$ cat config.mk
export PLATFORM = sky130hd
export DESIGN_NAME = lgs_ram
export DESIGN_NICKNAME = d
export VERILOG_FILES = /design/src/rtl/core/lgs_ram.sv
export SDC_FILE = /design/constraint.sdc
export NUM_CORES = 2
export LEC_CHECK = 0
export BUFFER_PORTS_ARGS = -buffer_cell sky130_fd_sc_hd__buf_2
export CAP_MARGIN = 0
export CORE_MARGIN = 4
export CORE_UTILIZATION = 54
export DETAILED_ROUTE_END_ITERATION = 7
export PLACE_DENSITY = 0.7
export SYNTH_ARGS = -nofsm -noshare
export SYNTH_HDL_FRONTEND = slang
export SYNTH_SLANG_ARGS = --single-unit
$ cat constraint.sdc
create_clock -name aclk -period 10.1 [get_ports aclk]
set_input_delay 2.02 -clock aclk [delete_from_list [all_inputs] [get_ports aclk]]
set_output_delay 2.02 -clock aclk [all_outputs]
set_load 0.02 [all_outputs]
$ cat src/rtl/core/lgs_ram.sv
// Generic single-write, single-read synchronous RAM with registered read data.
module lgs_ram #(
    parameter int WIDTH = 64,
    parameter int DEPTH = 64
) (
    input  logic                     aclk,
    input  logic                     wr_en,
    input  logic [$clog2(DEPTH)-1:0] wr_addr,
    input  logic [WIDTH-1:0]         wr_data,
    input  logic                     rd_en,
    input  logic [$clog2(DEPTH)-1:0] rd_addr,
    output logic [WIDTH-1:0]         rd_data
);

    logic [WIDTH-1:0] mem [DEPTH];
    logic [WIDTH-1:0] rd_data_reg;

    always_ff @(posedge aclk) begin
        if (wr_en) begin
            mem[wr_addr] <= wr_data;
        end
        if (rd_en) begin
            rd_data_reg <= mem[rd_addr];
        end
    end

    assign rd_data = rd_data_reg;

endmodule

# Yosys cells after proc, flatten, opt, wreduce, memory -nomap -nowiden
# Memories as Yosys holds them, arrays and structs flattened. A register that Yosys moved wholly into a read port is not among the register bits.
# Cells that the tools add are included.
# W data, S select, Z words.
[word_totals] register_bits=0 latchBits=0 mem_bits_rw=4096 rom_bits=0 in_bits=79 out_inout_bits=64 word_cells=3 memories=1
[memory_table] name="mem" depth=64 word_bits=64 rd=1 rd_clocked_by_memory_dff=1 write_ports=1 line="15" rtl="logic [WIDTH-1:0] mem [DEPTH];"
[classes] n_addsub=0 n_mul=0 n_div=0 n_lt_le_gt_ge=0 n_eq_ne=0 shifts=0 mux=2 n_bitwise=0 n_reduce_logical=0
[op_table] cell="$mux W1" count=2

# Logic depth before layout (Yosys ltp)
[logic_depth] ltp_word=2 depth_mapped=9 ltp_nobuf=5

# Worst setup path after synthesis
# Ideal clock, no wire load.
[synth_timing] path_kind="input to register" from="in wr_addr[3]" to="mem mem[48][0] (enable)" setup_ns=0.564 arrival_ns=6.892 required_ns=9.536 setup_slack_ns=2.644 cell_stages=4 path_buffers=1 path_cell_list="clkbuf_1 > nor2b_1 > nand4b_1 > nor3_1"
[synth_lines] item="from (decl)" line="8" rtl="input logic [$clog2(DEPTH)-1:0] wr_addr,"
[synth_lines] item="to (decl)" line="15"
# No word-level cell before the write port.

==> flow_summary.json <==
{
  "status": "complete, no violations",
  "routed_wl_um": 422000,
  "hold_buffers": 0,
  "die_height_um": 547,
  "yosys_register_bits": 4160,
  "critPathLaunchType": "primary input",
  "setup_tns_ns": 0,
  "seq_area_frac_synth": 0.796,
  "r2r-end": "rd_data[31]$_DFFE_PP_",
  "synth_edf_count": 4160,
  "fin_total_pwr_mw": 36.0,
  "max_freq_ghz": 0.203,
  "slew-limit-headroom": 0.136,
  "slowest_delay_ns": 0.78,
  "grt_first_pass_wirelength_um": 595000,
  "grt_use_total": 0.282,
  "cts_resized": 0,
  "rrSetupSlack_ns": 7.90,
  "first_pass_iters": 5,
  "synth_area_leaders": "edfxtp_1 80%, mux4_2 15%, mux2i_1 0.86%, a22oi_1 0.80%, buf_2 0.54%",
  "p_sw_mw": 7.54,
  "whs_endpoint": "rd_data[16]$_DFFE_PP_",
  "switching_share": 0.209,
  "tightest_slew_ns": 1.30,
  "end_kind": "register",
  "slew_viol_final": 0,
  "whs_ns": 0.883,
  "cpLargestDelayFamily": "buffers and inverters",
  "maxCapViolCount": 0,
  "drtAntennaViolNets": 0,
  "post-cts-setup-buffer-count": 0,
  "vias": 76800,
  "h-tree-depth": 5,
  "viasPerCell": 6.86,
  "core_sq_um": 289000,
  "overflow": 0,
  "power_density_nw_per_um2": 204,
  "hold_class": "reg -> reg",
  "syn_nets": 6677,
  "cts_buffer_depth": 4,
  "insertion_delay_ns": 0.97,
  "drt_iter0_markers": 11800,
  "ys.flop_type": "edfxtp_1",
  "criticalPathCategory": "in -> reg",
  "async_reset_ff_frac": 0,
  "path_clk_slew_ns": 0.06,
  "grt_max_degree": 137,
  "power_frac_seq": 0.534,
  "whs_path_depth": 4,
  "avgSynthCellArea_sq_um": 23.8,
  "synth.distinct_cells": 32,
  "critPathArrivalTime_ns": 5.63,
  "gp_congestion": 0.793,
  "synth_area_leader_cell": "edfxtp_1",
  "dieArea_sq_um": 299000,
  "rsz0062_at_grt": "no",
  "hold_path_startpoint": "mem[38][16]$_DFFE_PP_",
  "worstPathCellList": "buf_8, buf_12, and2_4, buf_12, a22oi_1, and3_1, a211oi_1",
  "final_cell_mix": "4160 x edfxtp_1, 1024 x mux4_2, 405 x clkbuf_16",
  "numCtsBuffers": 404,
  "clkPwrFrac": 0.422,
  "cts_tree": "yes",
  "layout_setup_ws_ns": 5.17,
  "initial_core_util": 0.544,
  "p_comb_frac": 0.044,
  "antenna_found_initial": 40,
  "yosysWarnings": 0,
  "rows": 197,
  "clockRootBuffer": "clkbuf_16",
  "r2r-start": "mem[58][31]$_DFFE_PP_",
  "p_int_mw": 28.5,
  "r2r_cells": 5,
  "crit_fanout": 136,
  "io-pin-count": 143,
  "pre_cts_ws_ns": 4.20,
  "drive_gt1_frac": 0.279,
  "peakVddDrop_v": 0.000202,
  "min_period_over_period": 0.488,
  "cp_common_cell": "buf_12",
  "drcViolationCount": 0,
  "final_nets": 7047,
  "synth.top_cell.area_share": 0.796,
  "die_w_um": 547,
  "cellLeakagePower_nw": 54.8,
  "crit_slowest_cell": "buf_12",
  "avgRoutedWirePerCell_um": 37.7,
  "first_global_vias": 76200,
  "area_growth_pct": 12.4,
  "cp.required_ns": 10.79,
  "finClkSkew_ns": 0.0589,
  "syn_inst": 6598,
  "finalHoldViolCount": 0,
  "period_needed_ns": 4.93,
  "dp_hpwl_um": 216000,
  "largest_register_ffs": 4096,
  "netlist_area_sq_um": 157000,
  "port_buffers": 142,
  "finalSetupViolCount": 0,
  "clock-sinks": 4160,
  "mostFrequentLayoutCell": "edfxtp_1",
  "cp_num_buf_inv": 3
}
## metrics by stage
step / std cells / utilization / cell area (sq um)
3_5_place_dp: 10400 / 0.565 / 163000
5_1_grt: 11200 / 0.611 / 176000
4_1_cts: 11200 / 0.611 / 176000
3_3_place_gp: 10400 / 0.565 / 163000
6_report: 11200 / 0.611 / 176000
2_1_floorplan: 6598 / - / 157000
## power by group through the flow
stage	combinational [mW]	sequential (mW)	clock [mW]
after floorplan	0.891	19.6	0
after global placement	1.56	19.6	0
after detailed placement	1.59	19.6	0
after CTS	1.60	19.2	15.4
after global routing	1.68	19.2	16.1
final	1.59	19.2	15.2
## worst min-delay path, cell delays in order (launching register included)
cell      delay (ns)
edfxtp_1        0.31
mux4_2          0.22
a22oi_1         0.06
nand3_1         0.07
and3_1          0.14
## per-layer routing
metal / routed length [um] / GRT usage
met5: 159 / 0
met1: 151000 / 0.401
met3: 52800 / 0.0638
met4: 15700 / 0.0895
met2: 202000 / 0.442
## Yosys cell counts, types with 2 or more instances
| master | number |
|---|---|
| edfxtp_1 | 4160 |
| and2_1 | 3 |
| nor2_1 | 112 |
| a31oi_1 | 18 |
| buf_1 | 20 |
| nand2_1 | 58 |
| inv_1 | 19 |
| nor2b_1 | 28 |
| buf_4 | 34 |
| or2_2 | 28 |
| nor3_1 | 2 |
| nand3_1 | 45 |
| a41oi_1 | 26 |
| nand3b_1 | 2 |
| a211oi_1 | 63 |
| mux2i_1 | 135 |
| o22ai_1 | 83 |
| clkbuf_1 | 140 |
| a22oi_1 | 168 |
| buf_6 | 6 |
| or3_1 | 29 |
| buf_2 | 170 |
| nand4_1 | 2 |
| mux4_2 | 1024 |
| and3_1 | 64 |
| a22o_1 | 88 |
| a2bb2oi_1 | 19 |
| o221ai_1 | 38 |
| nand2b_1 | 11 |
## cell families after synthesis
kind of cell	Yosys count	share of synthesized area
DFF	4160	0.796
muxes	1159	0.156
AOI/OAI and AO/OA	504	0.0247
buffers and inverters	389	0.0118
and+or+nand+nor	386	0.0123
## layout make-up
cell class              count  area (sq um)
diodes                     23          57.6
well taps                3880          4850
multi-input cells        2049         30800
clock buffers             474         10400
flip-flops and latches   4160        125000
fillers                 19200        112000
repair buffers            334          2390
clock inverters           265          3000
inverters                  19          71.3
## worst max-delay path by stage
| stage | start | to | slack, ns | depth (start not counted) |
|---|---|---|---|---|
| final | rd_addr[2] | rd_data[37]$_DFFE_PP_ | 5.17 | 7 |
| after global routing | rd_addr[0] | rd_data[24]$_DFFE_PP_ | 4.91 | 8 |
| after CTS | rd_addr[0] | rd_data[24]$_DFFE_PP_ | 5.24 | 8 |
| after detailed placement | rd_addr[0] | rd_data[24]$_DFFE_PP_ | 4.20 | 8 |
| after global placement | rd_addr[0] | rd_data[24]$_DFFE_PP_ | 4.23 | 8 |
| after floorplan | wr_addr[3] | mem[48][0]$_DFFE_PP_ | 2.64 | 4 |
(Power assumes the default switching activity.)
