`src/rtl/core/lgs_pkg.sv`:
```
// Shared types, codes and default sizes of the toroidal Life generation stepper.
package lgs_pkg;

    localparam int ROW_W          = 64;
    localparam int MAX_ROWS_DEF   = 64;
    localparam int MAX_COLS_DEF   = 64;
    localparam int HIST_DEPTH_DEF = 8;

    localparam int DIM_W  = 7;
    localparam int GEN_W  = 16;
    localparam int OROW_W = 6;

    localparam logic CMD_LOAD    = 1'b0;
    localparam logic CMD_ADVANCE = 1'b1;

    localparam logic [1:0] CFG_GRID_ROWS = 2'd0;
    localparam logic [1:0] CFG_GRID_COLS = 2'd1;
    localparam logic [1:0] CFG_MAX_GEN   = 2'd2;

    typedef enum logic [1:0] {
        END_NONE    = 2'd0,
        END_STABLE  = 2'd1,
        END_MAXGEN  = 2'd2,
        END_EXTINCT = 2'd3
    } ending_t;

endpackage

```
`src/rtl/core/lgs_rule.sv`:
```
// B3/S23 rule applied to one row from a three-row window with toroidal column wrap.
module lgs_rule
    import lgs_pkg::*;
(
    input  logic [ROW_W-1:0] up_row,
    input  logic [ROW_W-1:0] mid_row,
    input  logic [ROW_W-1:0] dn_row,
    input  logic [DIM_W-1:0] cols_used,
    input  logic [ROW_W-1:0] col_mask,
    output logic [ROW_W-1:0] next_row
);

    localparam int CI_W = $clog2(ROW_W);

    logic [CI_W-1:0]  cm1;
    logic [ROW_W-1:0] ul, ur, ml, mr, dl, dr;
    logic [ROW_W-1:0] nxt;

    assign cm1 = CI_W'(cols_used - DIM_W'(1));

    function automatic logic [ROW_W-1:0] rot_l(input logic [ROW_W-1:0] x,
                                               input logic [CI_W-1:0] top);
        return {x[ROW_W-2:0], x[top]};
    endfunction

    function automatic logic [ROW_W-1:0] rot_r(input logic [ROW_W-1:0] x,
                                               input logic [CI_W-1:0] top);
        return (x >> 1) | (ROW_W'(x[0]) << top);
    endfunction

    assign ul = rot_l(up_row, cm1);
    assign ur = rot_r(up_row, cm1);
    assign ml = rot_l(mid_row, cm1);
    assign mr = rot_r(mid_row, cm1);
    assign dl = rot_l(dn_row, cm1);
    assign dr = rot_r(dn_row, cm1);

    always_comb begin
        logic [3:0] n;
        nxt = '0;
        for (int j = 0; j < ROW_W; j++) begin
            n = 4'(ul[j]) + 4'(up_row[j]) + 4'(ur[j]) + 4'(ml[j]) + 4'(mr[j])
              + 4'(dl[j]) + 4'(dn_row[j]) + 4'(dr[j]);
            nxt[j] = (n == 4'd3) || (mid_row[j] && (n == 4'd2));
        end
    end

    assign next_row = nxt & col_mask;

endmodule

```
`config.mk`:
```
export PLATFORM = sky130hd
export DESIGN_NAME = lgs_rule
export DESIGN_NICKNAME = d
export VERILOG_FILES = /design/src/rtl/core/lgs_pkg.sv /design/src/rtl/core/lgs_rule.sv
export SDC_FILE = /design/constraint.sdc
export NUM_CORES = 1
export LEC_CHECK = 0
export ABC_AREA = 1
export ABC_CLOCK_PERIOD_IN_PS = 13300
export BUFFER_PORTS_ARGS = -buffer_cell sky130_fd_sc_hd__buf_2
export CAP_MARGIN = 15
export CORE_MARGIN = 2
export CORE_UTILIZATION = 58
export DETAILED_ROUTE_END_ITERATION = 16
export PLACE_DENSITY = 0.85
export SLEW_MARGIN = 5
export SYNTH_ARGS = -nofsm -noshare
export SYNTH_HDL_FRONTEND = slang
export SYNTH_SLANG_ARGS = --single-unit
```
`constraint.sdc`:
```
create_clock -name vclk -period 13.3
set_input_delay 3.99 -clock vclk [all_inputs]
set_output_delay 3.99 -clock vclk [all_outputs]
set_load 0.005 [all_outputs]
```
After elaboration in Yosys (flattened, before gate mapping). Cells that the tools add are included.

Output and inout port bits: 64. Memory bits (writable): 0. Register bits: 0. Bits of input ports: 263. Word-level logic and storage cells: 719. ROM bits: 0. Memories: 0. Latch bits: 0.

Equal/unequal tests: 128. Multipliers: 0. Add/sub/neg operators: 449. Reductions and logical operators: 128. Shifts and indexed selects: 3. Bitwise logic cells: 4. Divide/modulo/power cells: 0. Magnitude comparators: 1. Mux-type cells: 6.

Operators with widths (number): $add 4x1->4 (256); $eq 4x2->1 const B (128); $add 3x1->4 (64); $add 2x1->3 (64); $or 63x64->64 (3); $shl 1x6->64 (3); $add 1x1->2 (64); $and 64x64->64 (1); $logic_and 1x1->1 (64); $logic_or 1x1->1 (64); $bmux 1 s6 (3); $lt 6x7->1 const B (1); $sub 6x1->6 const B (1); $mux 1 (3).

Depth between registers and ports, before layout. Gate-level depths: netlist (run 1).

Word-level depth: 14. Gate-level depth with buffers: 24. Gate-level depth less buffers: 21.

Worst setup path after synthesis (run 1). No wires, ideal clock.

Path kind: input to output. Start: in cols_used[0]. End: out next_row[0]. Arrival time: 8.008 ns. Slack: 1.302 ns. Path buffers: 4. Cell stages on the path: 23. Cell sequence: buf_2 > inv_2 > buf_2 > buf_2 > ha_1 > buf_2 > inv_2 > nor2_1 > nand2_1 > nor2_1 > nand2_1 > o21bai_1 > fa_1 > inv_1 > fa_1 > fa_1 > inv_1 > ha_1 > fa_1 > nand2_1 > a211oi_1 > o21ai_0 > nor2_1.

Longest elaborated chain between the ends: 14. Elaborated cells between the ends (all ways): 25.

RTL lines: from (decl) (line lgs_rule.sv:8) `input logic [DIM_W-1:0] cols_used,`; $sub 6x1->6 (*) (line lgs_rule.sv:19) `assign cm1 = CI_W'(cols_used - DIM_W'(1));`; $bmux 1 s6 (line lgs_rule.sv:23) `return {x[ROW_W-2:0], x[top]};`; $mux 1 (implied by the code) (line lgs_rule.sv:23); $add 1x1->2 (line lgs_rule.sv:42) `n = 4'(ul[j]) + 4'(up_row[j]) + 4'(ur[j]) + 4'(ml[j]) + 4'(mr[j])`; $add 2x1->3 (line lgs_rule.sv:42); $add 3x1->4 (line lgs_rule.sv:42); $add 4x1->4 (line lgs_rule.sv:42); $add 4x1->4 (2 in series) (line lgs_rule.sv:43) `+ 4'(dl[j]) + 4'(dn_row[j]) + 4'(dr[j]);`; $add 4x1->4 (*) (line lgs_rule.sv:43); $eq 4x2->1 (line lgs_rule.sv:44) `nxt[j] = (n == 4'd3) || (mid_row[j] && (n == 4'd2));`; $logic_and 1x1->1 (line lgs_rule.sv:44); $logic_or 1x1->1 (*) (line lgs_rule.sv:44); $and 64x64->64 (*) (line lgs_rule.sv:48) `assign next_row = nxt & col_mask;`; to (decl) (line lgs_rule.sv:10) `output logic [ROW_W-1:0] next_row`.

Mark *: on every way between the ends. The rest lies on a longest branch, timed or not. The select of a mux whose other input is x is not followed.

Final worst setup path (run 1).
Start: in cols_used[1]. End: out next_row[37].

Longest elaborated chain between the ends: 13. Elaborated cells between the ends (all ways): 18.

RTL lines: $sub 6x1->6 (*) (line lgs_rule.sv:19); $shl 1x6->64 (line lgs_rule.sv:28) `return (x >> 1) | (ROW_W'(x[0]) << top);`; $or 63x64->64 (line lgs_rule.sv:28); $add 2x1->3 (line lgs_rule.sv:42); $add 3x1->4 (line lgs_rule.sv:42); $add 4x1->4 (line lgs_rule.sv:42); $add 4x1->4 (2 in series) (line lgs_rule.sv:43); $add 4x1->4 (*) (line lgs_rule.sv:43); $eq 4x2->1 (line lgs_rule.sv:44); $logic_and 1x1->1 (line lgs_rule.sv:44); $logic_or 1x1->1 (*) (line lgs_rule.sv:44); $and 64x64->64 (*) (line lgs_rule.sv:48).

Mark *: on every way between the ends. The rest lies on a longest branch, timed or not.

==> results.md, run 1 <==
* Power Total at 1.07 mW
* Number of antenna-violating nets in the routed design at 0
* Area growth from synthesis to layout at 12.1%
* Library cells used by synthesis at 25
* Max-cap violations at 0
* Clock period minus final worst setup slack at 12.62 ns
* Total Die Area at 26,400 µm²
* Die extent in y at about 160 µm
* Post-placement setup slack at 0.748 ns
* Unrepaired setup endpoints after global routing: no
* Overall overflow remaining after global route at 0
* Most repeated library cell on the critical path: sky130_fd_sc_hd__inv_1
* Global placer's final weighted congestion at 0.968
* Pin count of the biggest net entering global routing at 100
* Critical path capture point type: output port
* Achievable clock frequency at 79.2 MHz
* Number of hold-slack violations in the final timing report at 0
* Critical-path cell list: buf_2 > inv_1 > ha_1 > inv_2 > buf_4 > nor3_1 > nand2_1 > nor2_1 > nand2_1 > o21bai_1 > inv_1 > fa_1 > inv_1 > fa_1 > ha_1 > fa_1 > inv_1 > a2111oi_0 > a21oi_1 > nor2_1 > buf_2
* Cell area after synthesis at 14,600 µm²
* Status: complete, no violations
* Sequential cell area fraction in the yosys report at 0%
* Number of search-and-repair iterations in the first detailed-routing pass at 6
* Worst min-delay path category: input port to output port
* Register area at 0 µm²
* Hold-fix buffer count after cts at 0
* Highest ir drop seen on vdd at 37.7 µV
* # Post-CTS Setup Buffers at 0
* Setup crit start kind: input port
* Post-Synthesis Net Count at 2,631
* Headroom to the max-slew limit at between 20% and 30%
* Number of design rule violations left after detail routing at 0
* Initial cell density of the core at 58.5%
* Critical path arrival at approximately 8.6 ns
* Final-layout clock buffer total at 0
* Count of synthesis-stage warnings from yosys at 0
* # rows at 58
* Global-route wire length before repair at 75.8 mm
* Initial DRC Count at about 1,400
* Chip Width at 163 µm
* Number of global-route vias before repair at 15,000
* Final non-filler cell area at 16,300 µm²
* Share of post-route cells with drive strength above 1 at about 16%
* Required time reported for the critical path endpoint at 9.31 ns
* Core area at approximately 25,000 µm²
* Cell with the largest stage delay on the worst path: sky130_fd_sc_hd__ha_1
* # nets final at 2,893
* Post-CTS resize count at 0
* Cell Pwr Density at 65.5 nW/µm²
* Mean area per synthesized cell at 7.59 µm²
* Number of instances in the synthesized netlist at roughly 1,900
* Mean routed wirelength per cell at between 15 and 20 µm
* Total via count in the routed design at 14,900
* Half-perimeter wire length after detailed placement at 40.0 mm
* Leakage Power at 8.20 nW
* Gr usage total at 36.0%
* Fin worst setup slack at 0.678 ns
* Fraction of the cycle the final worst path needs at around 95%
* IO buf count at 326
* Actual slew at the worst max-slew pin at 1.12 ns
* Total of endpoints with negative setup slack in the final report at 0
* Critical Setup Path Class: input port to output port
* Crit-path max FO at 17
* Count of final max-slew check failures at 0
* Routed Wire Length at ~47 mm
* Cell Count, Final, Fillers Out at 2,511
* Cell area reported after detailed placement at 16,300 µm²
* Total negative slack at 0 ns
* Post-placement cell count at between 2,000 and 3,000
* Vias/cell at 5.95
* Largest stage delay, worst path at 0.54 ns
* WHS at ~8.3 ns
* Number of flip-flops and latches at 0
* IO Count at 327
* Share of the core filled with cells at 65.6%
* Number of antenna violations at the first check in global routing at 0
-- path summary, 6_finish.rpt --
path | cells past startpoint | slack [ns] | from | endpoint
max | 21 | 0.68 | cols_used[1] | next_row[37]
min | 4 | 8.28 | col_mask[6] | next_row[6]
-- synth_stat cells (all sizes together) --
library cell  instances  share of area (%)
nand3               189                6.5
buf                  56                2.1
clkbuf               23               0.59
xor2                  2               0.30
o211ai               21                1.1
a21oi                23               0.79
nor2                162                4.2
ha                  193                 17
a2111oi              21                1.3
o21bai              125                6.4
a31oi                62                2.7
nand2               331                8.6
inv                 315                8.1
o21ai                90                3.1
a211oi               43                2.2
nor3                  7               0.32
fa                  256                 35
-- cells by family (layout without fill, tap and decap cells) --
group           count (synthesis)  after routing  synth area share (%)
xor+xnor                        2              2                 0.301
buf+inv                       394            654                  10.8
simple gates                  689            689                  19.6
other cells                     0              2                     0
compound gates                385            385                  17.5
fa+ha+maj                     449            449                  51.7
-- critical path, delay by kind of cell --
family | cells | cell delay (ns)
buffers and inverters | 8 | 1.01
AND/OR/NAND/NOR | 5 | 1.07
AO/OA/AOI/OAI | 3 | 0.62
adder cells (fa/ha/maj) | 5 | 1.94
-- layer usage --
layer / vias up / track usage [%] / wire, µm
met5: - / 0 / 0
met4: 0 / 16.0 / 2360
met3: 157 / 3.69 / 4180
met2: 822 / 60.1 / 22200
met1: 7107 / 47.8 / 18500
li1: 6851 / - / -
-- cell usage in the layout (no fill, tap or decap) --
cell	n
sky130_fd_sc_hd__a2111oi_0	21
sky130_fd_sc_hd__o211ai_1	21
sky130_fd_sc_hd__inv_1	309
sky130_fd_sc_hd__a211oi_1	43
sky130_fd_sc_hd__nor3_4	1
sky130_fd_sc_hd__diode_2	2
sky130_fd_sc_hd__buf_2	325
sky130_fd_sc_hd__buf_4	14
sky130_fd_sc_hd__nor2_1	162
sky130_fd_sc_hd__fa_1	256
sky130_fd_sc_hd__ha_1	193
sky130_fd_sc_hd__o21bai_1	125
sky130_fd_sc_hd__xor2_4	2
sky130_fd_sc_hd__nand3_1	188
sky130_fd_sc_hd__nor3_1	6
sky130_fd_sc_hd__inv_2	6
sky130_fd_sc_hd__nand3_2	1
sky130_fd_sc_hd__o21ai_0	90
sky130_fd_sc_hd__a31oi_1	62
sky130_fd_sc_hd__a21oi_1	23
sky130_fd_sc_hd__nand2_1	328
sky130_fd_sc_hd__nand2_2	3
-- cell type report --
type | instances | area [µm²]
diodes | 2 | 5.00
fillers | 2162 | 8550
inverters | 315 | 1180
multi-input cells | 1525 | 13000
well taps | 330 | 413
repair buffers | 339 | 1730
-- where the power goes --
group / switching [mW] / internal (mW)
sequential: 0 / 0
clock: 0 / 0.0000000201
combinational: 0.624 / 0.447
Note: power is estimated with default switching activity, not from simulation.
==> run 2, diff against run 1 <==
--- a/config.mk
+++ b/config.mk
@@ -12,7 +12,8 @@
 export CORE_MARGIN = 2
 export CORE_UTILIZATION = 58
 export DETAILED_ROUTE_END_ITERATION = 16
-export PLACE_DENSITY = 0.85
+export GPL_ROUTABILITY_DRIVEN = 1
+export PLACE_DENSITY_LB_ADDON = 0.25
 export SLEW_MARGIN = 5
 export SYNTH_ARGS = -nofsm -noshare
 export SYNTH_HDL_FRONTEND = slang
==> run 2 against run 1 <==
Compared with the run above: cell area about the same; combinational power hardly changed; via count decreased by 0.31%; hold slack about the same; first-iteration DRC count is 13% lower; die area unchanged; critical path type unchanged.
==> results.md, run 2 (synthesis results as in run 1) <==
* Global placer's final weighted congestion at 0.997 (was 0.968)
* Highest-count cells in the layout ignoring fill and taps: 328 x sky130_fd_sc_hd__nand2_1, 325 x sky130_fd_sc_hd__buf_2, 309 x sky130_fd_sc_hd__inv_1 (unchanged)
* Setup crit start kind: input port (unchanged)
* Final-layout clock buffer total at 0 (unchanged)
* Count of final max-slew check failures at 0 (unchanged)
* Power Total at 1.06 mW (was 1.07 mW)
* Total Die Area at 26,400 µm² (unchanged)
* Unrepaired setup endpoints after global routing: no (unchanged)
* Global-route wire length before repair at 74.2 mm (was 75.8 mm)
* Routed Wire Length at 46.3 mm (was 47.2 mm)
* Register area at 0 µm² (unchanged)
* Headroom to the max-slew limit at 33.6% (was 25.1%)
* Number of global-route vias before repair at 14,700 (was 15,000)
* Pin count of the biggest net entering global routing at 99 (was 100)
* Critical Setup Path Class: input port to output port (unchanged)
* Post-CTS resize count at 0 (unchanged)
* Vias/cell at 5.93 (was 5.95)
* Highest ir drop seen on vdd at 37.1 µV (was 37.7 µV)
* Number of search-and-repair iterations in the first detailed-routing pass at 5 (was 6)
* Overall overflow remaining after global route at 0 (unchanged)
* # Post-CTS Setup Buffers at 0 (unchanged)
* Total negative slack at 0 ns (unchanged)
* Status: complete, no violations (unchanged)
* Initial DRC Count at 1,217 (was 1,395)
* Leakage Power at 8.20 nW (about the same)
* Cell Pwr Density at 64.5 nW/µm² (was 65.5 nW/µm²)
* Share of the core filled with cells at 65.7% (was 65.6%)
* Die extent in y at 163 µm (unchanged)
* Number of antenna violations at the first check in global routing at 2 (was 0)
* Number of design rule violations left after detail routing at 0 (unchanged)
* Number of antenna-violating nets in the routed design at 0 (unchanged)
* Fraction of the cycle the final worst path needs at 96.7% (was 94.9%)
* Max-cap violations at 0 (unchanged)
* IO Count at 327 (unchanged)
* Area growth from synthesis to layout at 12.2% (was 12.1%)
* Actual slew at the worst max-slew pin at 0.996 ns (was 1.12 ns)
* Crit-path max FO at 34 (was 17)
* Most common cell after layout, fill and taps aside: sky130_fd_sc_hd__nand2_1 (unchanged)
* IO buf count at 326 (unchanged)
* # nets final at 2,893 (unchanged)
* Number of hold-slack violations in the final timing report at 0 (unchanged)
* # rows at 58 (unchanged)
* Chip Width at 163 µm (unchanged)
* Cell area reported after detailed placement at 16,300 µm² (about the same)
* Half-perimeter wire length after detailed placement at 39.3 mm (was 40.0 mm)
* Share of post-route cells with drive strength above 1 at 16.2% (about the same)
* Core area at 24,900 µm² (unchanged)
* Hold-fix buffer count after cts at 0 (unchanged)
* Final non-filler cell area at 16,400 µm² (was 16,300 µm²)
* Initial cell density of the core at 58.5% (unchanged)
* Post-placement cell count at 2,509 (unchanged)
* Worst min-delay path category: input port to output port (unchanged)
* Achievable clock frequency at 77.7 MHz (was 79.2 MHz)
* Total via count in the routed design at 14,900 (about the same)
* Filler cells at 2,233 (was 2,162)
* Total of endpoints with negative setup slack in the final report at 0 (unchanged)
* Critical path capture point type: output port (unchanged)
* Mean routed wirelength per cell at 18.5 µm (was 18.8 µm)
* Gr usage total at 35.3% (was 36.0%)
* Cell Count, Final, Fillers Out at 2,510 (was 2,511)
* Critical path arrival at 8.87 ns (was 8.63 ns)
* Clock period minus final worst setup slack at 12.86 ns (was 12.62 ns)
* Required time reported for the critical path endpoint at 9.31 ns (about the same)
* Number of flip-flops and latches at 0 (unchanged)
-- run 2: changes by cell type in the layout (fill, tap and decap cells not counted), sizes merged --
cell / previous run / this run
diode: 2 / 1
-- run 2: worst max-delay path, cell delays in order --
cell,delay (ns)
sky130_fd_sc_hd__buf_4,0.34
sky130_fd_sc_hd__inv_2,0.09
sky130_fd_sc_hd__ha_2,0.65
sky130_fd_sc_hd__inv_2,0.30
sky130_fd_sc_hd__nor2_1,0.21
sky130_fd_sc_hd__nand2_1,0.09
sky130_fd_sc_hd__nor2_1,0.20
sky130_fd_sc_hd__nand2_1,0.11
sky130_fd_sc_hd__o21bai_1,0.17
sky130_fd_sc_hd__fa_1,0.43
sky130_fd_sc_hd__inv_1,0.09
sky130_fd_sc_hd__fa_1,0.43
sky130_fd_sc_hd__fa_1,0.56
sky130_fd_sc_hd__inv_1,0.04
sky130_fd_sc_hd__ha_1,0.21
sky130_fd_sc_hd__fa_1,0.47
sky130_fd_sc_hd__o21ai_0,0.07
sky130_fd_sc_hd__nor2_1,0.21
sky130_fd_sc_hd__buf_2,0.16
-- run 2: worst paths after layout --
check | start | endpoint | depth (start not counted)
setup / recovery | cols_used[0] | next_row[0] | 19
hold / removal | col_mask[6] | next_row[6] | 4
-- run 2: report_power, final --
| group | total, mW | internal (mW) | leakage (nW) | switching, mW |
|---|---|---|---|---|
| Combinational | 1.06 | 0.443 | 8.20 | 0.612 |
| Sequential | 0 | 0 | 0 | 0 |
| Clock | 0.0000000101 | 0.0000000101 | 0.00000634 | 0 |
-- run 2: per-stage QoR --
stage | setup WS [ns] | hold WS [ns]
global route | 0.123 | 8.30
finish | 0.438 | 8.28
floorplan | 1.30 | 8.08
global placement | 0.547 | 8.28
CTS | 0.519 | 8.29
detailed placement | 0.532 | 8.28
-- run 2: metal layers --
metal | global-route usage (%) | part of all wire (%) | vias to the layer above
met5 | 0 | 0.030 | -
met4 | 14.4 | 4.5 | 2
met3 | 4.28 | 9.9 | 130
met2 | 58.6 | 47 | 791
met1 | 47.2 | 39 | 7105
li1 | - | - | 6862
-- run 2: cell type report --
type / count / area, µm² / share of cell area [%]
repair buffers: 339 / 1740 / 10.7
well taps: 330 / 413 / 2.53
multi-input cells: 1525 / 13000 / 79.6
diodes: 1 / 2.50 / 0.0153
inverters: 315 / 1180 / 7.23
